===== config.mk =====
export PLATFORM = sky130hd
export DESIGN_NAME = cr_msr_move_unit_top
export DESIGN_NICKNAME = d
export VERILOG_FILES = /design/src/cmu_pkg.sv /design/src/cr_msr_move_unit_top.sv /design/src/cmu_exec.sv
export SDC_FILE = /design/constraint.sdc
export NUM_CORES = 1
export LEC_CHECK = 0
export ABC_AREA = 1
export BUFFER_PORTS_ARGS = -buffer_cell sky130_fd_sc_hd__buf_2
export CAP_MARGIN = 20
export CELL_PAD_IN_SITES_DETAIL_PLACEMENT = 0
export CELL_PAD_IN_SITES_GLOBAL_PLACEMENT = 1
export CORE_MARGIN = 3
export CORE_UTILIZATION = 40
export CTS_CLUSTER_SIZE = 16
export DETAILED_ROUTE_END_ITERATION = 8
export GPL_ROUTABILITY_DRIVEN = 0
export PLACE_DENSITY = 0.75
export SLEW_MARGIN = 20
export SYNTH_ARGS = -nofsm -noshare
export SYNTH_HDL_FRONTEND = slang
export SYNTH_SLANG_ARGS = --single-unit

===== constraint.sdc =====
create_clock -name clk -period 14.39 [get_ports clk]
set_input_delay 0.7195 -clock clk [delete_from_list [all_inputs] [get_ports clk]]
set_output_delay 0.7195 -clock clk [all_outputs]
set_load 0.05 [all_outputs]

===== src/cmu_pkg.sv =====
`timescale 1ns / 1ps
`default_nettype none
package cmu_pkg;

  typedef enum logic [2:0] {
    ACT_MCRF   = 3'd0,
    ACT_MFCR   = 3'd1,
    ACT_MFOCRF = 3'd2,
    ACT_MTCRF  = 3'd3,
    ACT_MTOCRF = 3'd4,
    ACT_MTMSR  = 3'd5,
    ACT_MTMSRD = 3'd6
  } action_t;

  localparam int CR_WIDTH    = 32;
  localparam int MSR_WIDTH   = 64;
  localparam int GPR_WIDTH   = 64;
  localparam int CR_FIELDS   = 8;
  localparam int FIELD_WIDTH = 4;
  localparam int MSR_PR_BIT  = 14;

  localparam logic [FIELD_WIDTH-1:0] NIBBLE_MASK   = 4'hf;
  localparam logic [MSR_WIDTH-1:0]   MSR_PART_MASK = 64'h0000_0000_0000_fffe;

  typedef struct packed {
    logic [2:0]           action;
    logic [2:0]           dest_field;
    logic [2:0]           src_field;
    logic [7:0]           field_mask;
    logic [4:0]           reg_index;
    logic [GPR_WIDTH-1:0] reg_value;
    logic                 l_bit;
  } item_t;

  typedef struct packed {
    logic                 reg_write;
    logic [4:0]           write_index;
    logic [GPR_WIDTH-1:0] write_value;
  } wb_t;

  // Expand an 8-bit field mask to CR bits; mask bit 7 selects field 0
  // (top nibble), so mask bit k covers CR bits 4k+3..4k.
  function automatic logic [CR_WIDTH-1:0] mask_bits(input logic [7:0] fm);
    logic [CR_WIDTH-1:0] m;
    m = '0;
    for (int k = 0; k < CR_FIELDS; k++) begin
      m[k*FIELD_WIDTH +: FIELD_WIDTH] = fm[k] ? NIBBLE_MASK : '0;
    end
    return m;
  endfunction

  function automatic logic one_bit(input logic [7:0] fm);
    return (fm != 8'd0) && ((fm & (fm - 8'd1)) == 8'd0);
  endfunction

  // Full MSR write: PR is copied into bits 5 and 4.
  function automatic logic [MSR_WIDTH-1:0] msr_full(input logic [MSR_WIDTH-1:0] s);
    logic [MSR_WIDTH-1:0] pr;
    pr = {{(MSR_WIDTH-1){1'b0}}, s[MSR_PR_BIT]};
    return s | (pr << 5) | (pr << 4);
  endfunction

endpackage
`default_nettype wire


===== src/cr_msr_move_unit_top.sv =====
// CR / MSR move unit.
// Input channel: in_valid / in_stall carry one instruction beat (action,
// CR field selectors, field mask, GPR index and GPR value read).
// Output channel: out_valid / out_stall carry one result beat per input
// beat: GPR write-back (reg_write, write_index, write_value) plus the CR
// and MSR as they stand after that instruction.
// Stages: two register stages, the input register and then the result
// register; a beat moves on from the first when the result register frees.
// Throughput: one beat per cycle while the output is not stalled; the only
// logic between the stages is the CR mask/merge, MSR merge and GPR
// write-back select in cmu_exec, and the CR/MSR state is updated in the
// same cycle an instruction moves to the result register, so the next instruction sees it right away.
// Reset (rst, synchronous): both stages empty, CR and MSR cleared.
// Stall: while out_stall holds a result, the input register keeps its
// beat and in_stall rises only if that register is full; the held result
// and the architectural state do not change.
`timescale 1ns / 1ps
`default_nettype none
module cr_msr_move_unit_top (
  input  wire                               clk,
  input  wire                               rst,
  input  wire                               in_valid,
  output logic                              in_stall,
  input  wire  [2:0]                        action,
  input  wire  [2:0]                        dest_field,
  input  wire  [2:0]                        src_field,
  input  wire  [7:0]                        field_mask,
  input  wire  [4:0]                        reg_index,
  input  wire  [cmu_pkg::GPR_WIDTH-1:0]     reg_value,
  input  wire                               l_bit,
  output logic                              out_valid,
  input  wire                               out_stall,
  output logic                              reg_write,
  output logic [4:0]                        write_index,
  output logic [cmu_pkg::GPR_WIDTH-1:0]     write_value,
  output logic [cmu_pkg::CR_WIDTH-1:0]      cr_now,
  output logic [cmu_pkg::MSR_WIDTH-1:0]     msr_now
);
  import cmu_pkg::*;

  // Input register
  logic  stage_valid;
  item_t stage_item;

  // Architectural state
  logic [CR_WIDTH-1:0]  cr;
  logic [MSR_WIDTH-1:0] msr;

  logic [CR_WIDTH-1:0]  cr_next;
  logic [MSR_WIDTH-1:0] msr_next;
  wb_t                  wb;

  logic advance;
  logic in_take;

  // Result register can take a beat when empty or being drained.
  assign advance  = stage_valid && (!out_valid || !out_stall);
  assign in_stall = stage_valid && out_valid && out_stall;
  assign in_take  = in_valid && !in_stall;

  cmu_exec u_exec (
    .item     (stage_item),
    .cr       (cr),
    .msr      (msr),
    .wb       (wb),
    .cr_next  (cr_next),
    .msr_next (msr_next)
  );

  always_ff @(posedge clk) begin
    if (rst) begin
      stage_valid <= 1'b0;
    end else if (in_take) begin
      stage_valid <= 1'b1;
    end else if (advance) begin
      stage_valid <= 1'b0;
    end
  end

  always_ff @(posedge clk) begin
    if (in_take) begin
      stage_item.action     <= action;
      stage_item.dest_field <= dest_field;
      stage_item.src_field  <= src_field;
      stage_item.field_mask <= field_mask;
      stage_item.reg_index  <= reg_index;
      stage_item.reg_value  <= reg_value;
      stage_item.l_bit      <= l_bit;
    end
  end

  // CR and MSR commit as the instruction leaves the input register.
  always_ff @(posedge clk) begin
    if (rst) begin
      cr  <= '0;
      msr <= '0;
    end else if (advance) begin
      cr  <= cr_next;
      msr <= msr_next;
    end
  end

  always_ff @(posedge clk) begin
    if (rst) begin
      out_valid <= 1'b0;
    end else if (advance) begin
      out_valid <= 1'b1;
    end else if (!out_stall) begin
      out_valid <= 1'b0;
    end
  end

  always_ff @(posedge clk) begin
    if (advance) begin
      reg_write   <= wb.reg_write;
      write_index <= wb.write_index;
      write_value <= wb.write_value;
      cr_now      <= cr_next;
      msr_now     <= msr_next;
    end
  end

endmodule
`default_nettype wire


===== src/cmu_exec.sv =====
`timescale 1ns / 1ps
`default_nettype none
module cmu_exec (
  input  wire  cmu_pkg::item_t                     item,
  input  logic [cmu_pkg::CR_WIDTH-1:0]             cr,
  input  logic [cmu_pkg::MSR_WIDTH-1:0]            msr,
  output cmu_pkg::wb_t                             wb,
  output logic [cmu_pkg::CR_WIDTH-1:0]             cr_next,
  output logic [cmu_pkg::MSR_WIDTH-1:0]            msr_next
);
  import cmu_pkg::*;

  logic [CR_WIDTH-1:0]    fmask;
  logic                   single;
  logic [2:0]             src_slot;
  logic [FIELD_WIDTH-1:0] src_nib;
  logic [CR_WIDTH-1:0]    mcrf_cr;

  assign fmask  = mask_bits(item.field_mask);
  assign single = one_bit(item.field_mask);

  // Field n lives at nibble slot 7-n, i.e. ~n for a 3-bit field number.
  assign src_slot = ~item.src_field;
  assign src_nib  = cr[src_slot*FIELD_WIDTH +: FIELD_WIDTH];

  always_comb begin
    mcrf_cr = cr;
    for (int k = 0; k < CR_FIELDS; k++) begin
      if (3'(k) == ~item.dest_field) begin
        mcrf_cr[k*FIELD_WIDTH +: FIELD_WIDTH] = src_nib;
      end
    end
  end

  always_comb begin
    cr_next         = cr;
    msr_next        = msr;
    wb.reg_write    = 1'b0;
    wb.write_index  = '0;
    wb.write_value  = '0;
    case (action_t'(item.action))
      ACT_MCRF: begin
        cr_next = mcrf_cr;
      end
      ACT_MFCR: begin
        wb.reg_write   = 1'b1;
        wb.write_index = item.reg_index;
        wb.write_value = {{(GPR_WIDTH-CR_WIDTH){1'b0}}, cr};
      end
      ACT_MFOCRF: begin
        if (single) begin
          wb.reg_write   = 1'b1;
          wb.write_index = item.reg_index;
          wb.write_value = (item.reg_value & ~{{(GPR_WIDTH-CR_WIDTH){1'b0}}, fmask})
                         | {{(GPR_WIDTH-CR_WIDTH){1'b0}}, cr & fmask};
        end
      end
      ACT_MTCRF: begin
        cr_next = (cr & ~fmask) | (item.reg_value[CR_WIDTH-1:0] & fmask);
      end
      ACT_MTOCRF: begin
        if (single) begin
          cr_next = (cr & ~fmask) | (item.reg_value[CR_WIDTH-1:0] & fmask);
        end
      end
      ACT_MTMSR: begin
        msr_next = item.l_bit ? item.reg_value : msr_full(item.reg_value);
      end
      ACT_MTMSRD: begin
        msr_next = item.l_bit
                 ? ((msr & ~MSR_PART_MASK) | (item.reg_value & MSR_PART_MASK))
                 : msr_full(item.reg_value);
      end
      default: begin
      end
    endcase
  end

endmodule
`default_nettype wire

==> results of run 1 <==
cell families after synthesis:
| family | count (synthesis) | synth area share (%) |
|---|---|---|
| buffers and inverters | 285 | 7.658 |
| AO/OA/AOI/OAI | 339 | 11.48 |
| flip-flops | 351 | 63.05 |
| AND/OR/NAND/NOR | 660 | 17.76 |
| XOR/XNOR | 1 | 0.05778 |
critical path: stages, from the launching register on:
cell and delay (ps):
dfxtp_1 300, nand2_1 90, inv_1 70, nor2_4 70
buf_4 800, clkinv_2 880, buf_4 600, a21oi_1 210
o21ai_0 100, inv_1 80
synth_stat cells, drive strengths merged:
master,count,area [um^2]
o21ai,213,1070
edfxtp,253,7597
or2,1,6.260
o22ai,32,200.2
xor2,1,8.760
a21oi,94,470.5
nand2,263,999.7
nand3,131,655.6
nor3,2,10.01
clkbuf,50,187.7
dfxtp,98,1962
clkinv,1,5.000
nor2,263,1021
inv,191,716.9
buf,43,251.5
metrics by stage:
| stage | std cells | total power, mW | setup slack, ps | instance area [um^2] | utilization (%) |
|---|---|---|---|---|---|
| 2_1_floorplan | 1636 | 1.424 | 7910 | 15160 | - |
| 6_report | 2390 | 2.464 | 11030 | 18050 | 48.84 |
| 3_5_place_dp | 2317 | 1.513 | 10470 | 16770 | 45.36 |
| 3_3_place_gp | 2317 | 1.509 | 10530 | 16770 | 45.36 |
| 4_1_cts | 2389 | 2.495 | 11000 | 18020 | 48.75 |
| 5_1_grt | 2390 | 2.574 | 10610 | 18050 | 48.84 |
worst paths after layout:
kind | start | end | slack (ps) | depth (start not counted)
worst max-delay path | out_valid | msr[7] | 11030 | 9
worst min-delay path | reg_value[29] | stage_item[30] | 340 | 1
worst max register to register | out_valid | msr[7] | 11030 | 9
worst min register to register | out_valid | out_valid | 510 | 2
state kept, by name, indices dropped and copies added, names as in the netlist, 5 cells and up:
register / cells
msr: 64
stage_item: 87
write_value: 64
cr_now: 32
msr_now: 64
write_index: 5
cr: 32
final cells by class:
| cell class | instances | area (um^2) |
|---|---|---|
| Tap cell | 504 | 630.6 |
| Fill cell | 3530 | 18910 |
| Multi-Input combinational cell | 1000 | 4472 |
| Clock buffer | 56 | 1101 |
| Inverter | 192 | 725.7 |
| Timing Repair Buffer | 271 | 1413 |
| Clock inverter | 16 | 150.1 |
| Sequential cell | 351 | 9559 |
power by group through the flow:
| stage | Combinational, mW | Sequential [mW] | Clock [mW] |
|---|---|---|---|
| finish | 0.306 | 1.18 | 0.973 |
| CTS | 0.308 | 1.19 | 1.00 |
| global route | 0.338 | 1.19 | 1.04 |
| global placement | 0.303 | 1.21 | 0 |
| floorplan | 0.146 | 1.28 | 0 |
| detailed placement | 0.306 | 1.21 | 0 |
metal layers:
layer	share of wire [%]	routed length [um]
met1	47	19570
met3	5.7	2375
met5	0	0
met2	45	18660
met4	2.4	999
==> impl_metrics.csv, run 1 <==
group,metric,value,unit
global_routing,grt_pass1_wl,64.62,mm
power,p_leak,7.961,nW
finish,area_growth,19.05,%
finish,layout_commonest_cell,"nand2_1",
status,status,"complete, no violations",
power,p_sw_share,27.07,%
worst_setup_path,cp.required,14880,ps
worst_setup_path,worst-path-max-fanout,87,
sta,max_freq,0.2975,GHz
route,antenna_left,0,
power,ir_drop,0.08286,mV
clocking,h-tree-depth,2,
route,dr.pass1.iters,5,
clocking,cts_buffer_depth,3,
power,power.switching,667.1,uW
logic_synthesis,yosys_warnings,0,
route,drc,0,
place,hpwl,26.95,mm
sta,hold_viol,0,
sta,rsz0062_at_grt,"false",
sta,tightest_slew,1030,ps
clocking,cts.sinks,351,
power,p_comb_share,12.4,%
worst_setup_path,crit_type,"reg -> reg",
worst_setup_path,crit_arrival,3850,ps
clocking,cts_tree,"built",
finish,num_antenna_cells,0,
logic_synthesis,ys_seq_area_share,63.05,%
sta,setup_tns,0,ps
global_routing,met1_usage,29.02,%
hold_path,hp-class,"in -> reg",
sta,maxSlewHeadroom,31.32,%
floorplanning,ios,259,
sta,drv_slew,0,
clocking,cts_resized,0,
logic_synthesis,syn_area,15160,um^2
global_routing,grt_pass1_vias,11120,
route,routed-via-count,11930,
finish,drive_gt1_share,18.50,%
floorplanning,rows,70,
global_routing,antenna_found_initial,0,
place,io_buffers,258,
global_routing,grtUsageMet2,31.56,%
floorplanning,dieArea,40280,um^2
route,wire_per_inst,17.41,um
worst_setup_path,start_kind,"flip-flop",
clocking,post_cts_buffers,0,
route,vias_per_cell,4.992,
global_routing,grt_usage,20.32,%
clocking,cts_buffers,39,
logic_synthesis,syn_area_per_cell,9.268,um^2
floorplanning,start_util,41.02,%
clocking,clkSlewWorstSetupHoldPaths,60,ps
finish,layout_common_cells,"259 x nand2_1, 258 x buf_2, 257 x nor2_1",
floorplanning,chipHeight,200.7,um
global_routing,overflow,0,
route,drt_iter0_markers,942,
sta,finalCritPeriodShare,23.36,%
sta,hold_slack,338.8,ps
clocking,cts_hold_buf,0,
power,pwr-share-clk,39.5,%
floorplanning,die_w,200.7,um
power,p_seq_share,48.1,%
power,p_int,1.797,mW
power,powerDensity,136.5,nW/um^2
global_routing,grt_max_degree,99,
logic_synthesis,yosysUniqueCellTypes,26,
logic_synthesis,ys_seq_elements,351,
floorplanning,core,36960,um^2
sta,setup_viol,0,
route,drt-total-wl,41.60,mm
sta,period_minus_slack,3362,ps
worst_setup_path,cp-end-kind,"flip-flop",
finish,nets,1946,
logic_synthesis,synth_fp_nets,1727,
logic_synthesis,synth_cells,1636,
sta,finClkSkew,18.93,ps
clocking,clk_latency,560,ps
clocking,clock-root-buffer,"clkbuf_16",
global_routing,gr-usage-met3,4.038,%
global_routing,grt-busiest-layer,"met2",
job,maxCapViolCount,0,
No activity file was read; power rests on OpenSTA's default activity.
==> run 2, diff against run 1 <==
clock period = 3.1 ns   (was 14.39 ns; I/O delays follow)
==> run 2 against run 1 <==
Critical path depth grew 2. Clock skew grew 0.51 ps. Via count grew 4.8%. Final area grew 6.6%. Combinational power grew to 5.1 times the previous value. Non-clock buffer count grew 106. Highest routed layer unchanged.
==> impl_metrics.csv, run 2 (synthesis gave the netlist of run 1 again) <==
group,metric,value,unit
worst_setup_path,cp-end-kind,"flip-flop",
place,io_buffers,258,
route,drt-total-wl,44.22,mm
floorplanning,die_w,200.7,um
route,wire_per_inst,17.70,um
floorplanning,chipHeight,200.7,um
power,p_leak,8.488,nW
global_routing,antenna_found_initial,0,
clocking,cts_tree,"built",
finish,drive_gt1_share,18.30,%
place,dp.cells,2334,
global_routing,grt_pass1_wl,69.39,mm
sta,finalCritPeriodShare,76.48,%
sta,setup_tns,0,ps
route,drc,0,
power,ir_drop,0.4080,mV
floorplanning,rows,70,
sta,finClkSkew,19.45,ps
finish,top_register,"stage_item",
power,p_comb_share,13.1,%
worst_setup_path,worst-path-max-fanout,19,
clocking,post_cts_buffers,0,
worst_setup_path,crit_path_frequent_cell,"nand3_1",
worst_setup_path,slowest_stage,"edfxtp_1",
worst_setup_path,start_kind,"flip-flop",
power,power.switching,3.167,mW
worst_setup_path,crit_type,"reg -> reg",
clocking,cts_resized,0,
worst_setup_path,cp.required,3530,ps
global_routing,overflow,0,
floorplanning,start_util,41.02,%
finish,area_growth,26.97,%
power,pwr-share-clk,40.5,%
route,dr.pass1.iters,5,
route,antenna_left,0,
clocking,clkSlewWorstSetupHoldPaths,60,ps
floorplanning,core,36960,um^2
sta,maxSlewHeadroom,49.64,%
sta,tightest_slew,755.4,ps
clocking,clk_latency,560,ps
sta,rsz0062_at_grt,"false",
sta,hold_slack,302.4,ps
route,routed-via-count,12510,
job,maxCapViolCount,0,
worst_setup_path,critPathMaxStageDelay,620,ps
finish,final_area,19250,um^2
clocking,cts_hold_buf,90,
clocking,h-tree-depth,2,
clocking,cts_buffer_depth,3,
finish,final_cells,2498,
place,place_area,17010,um^2
finish,largest_register_ff_count,87,
sta,setup_viol,0,
power,p_sw_share,26.72,%
sta,period_minus_slack,2371,ps
route,vias_per_cell,5.006,
worst_setup_path,crit_arrival,2800,ps
route,drt_iter0_markers,890,
finish,layout_common_cells,"260 x nand2_1, 258 x buf_2, 256 x nor2_1",
status,status,"complete, no violations",
global_routing,grt_pass1_vias,12000,
finish,layout_commonest_cell,"nand2_1",
finish,fill_cells,3418,
sta,drv_slew,0,
power,powerDensity,615.7,nW/um^2
power,p_int,8.685,mW
hold_path,hp-class,"in -> reg",
finish,num_antenna_cells,0,
finish,nets,2053,
clocking,clock-root-buffer,"clkbuf_16",
floorplanning,dieArea,40280,um^2
power,p_seq_share,46.4,%
global_routing,grt_usage,21.74,%
place,hpwl,28.82,mm
floorplanning,ios,259,
sta,max_freq,0.4218,GHz
global_routing,grt_max_degree,88,
sta,hold_viol,0,
worst_setup_path,r2r_slack,730,ps
worst_setup_path,worstPathCellList,"inv_1 > nand2_1 > o21ai_1 > inv_2 > nor2_4 > buf_4 > nand3_1 > nand3_1 > nand3_1 > nor2_1 > nor2_1",
clocking,cts_buffers,40,
clocking,cts.sinks,351,
run 2: layout make-up:
type	count	area, um^2	area share (%)
repair buffers	377	2517	13.08
well taps	504	630.6	3.276
inverters	192	726.9	3.776
flip-flops and latches	351	9559	49.66
clock inverters	18	206.4	1.072
multi-input cells	1000	4477	23.25
clock buffers	56	1134	5.888
run 2: worst paths after layout:
| kind | start | end | cells past startpoint |
|---|---|---|---|
| max | stage_item[75] | cr[17] | 11 |
| min | action[0] | stage_item[84] | 2 |
| max reg2reg | stage_item[75] | cr[17] | 11 |
| min reg2reg | msr[11] | msr[11] | 4 |
run 2: worst max-delay path: cells and delay by family (launching register included):
| kind | cells | cell delay, ps |
|---|---|---|
| AOI/OAI and AO/OA | 1 | 150 |
| buffers and inverters | 3 | 540 |
| DFF | 1 | 620 |
| and+or+nand+nor | 7 | 930 |
run 2: metrics by stage:
step                power [mW]  worst slack, ps  util, %
finish                   11.85            729.1    52.09
global route             12.36            493.5    52.09
CTS                      11.99            689.3    52.09
detailed placement       7.062            692.8    46.02
global placement         7.033            747.6    45.95
floorplan                6.589            83.87        -
run 2: layer usage:
metal  track usage [%]  vias to the layer above  wire (um)
li1                  -                     6107          -
met1             30.23                     5877      20030
met4             7.127                        0       1212
met5                 0                        -          0
met3             3.730                       71       2686
met2             34.81                      450      20290
run 2: power by group through the flow:
stage | registers (mW) | clock network (mW) | logic, mW
global placement | 5.59 | 0 | 1.44
detailed placement | 5.60 | 0 | 1.47
floorplan | 5.91 | 0 | 0.679
CTS | 5.50 | 4.93 | 1.56
finish | 5.50 | 4.80 | 1.56
global route | 5.53 | 5.12 | 1.71
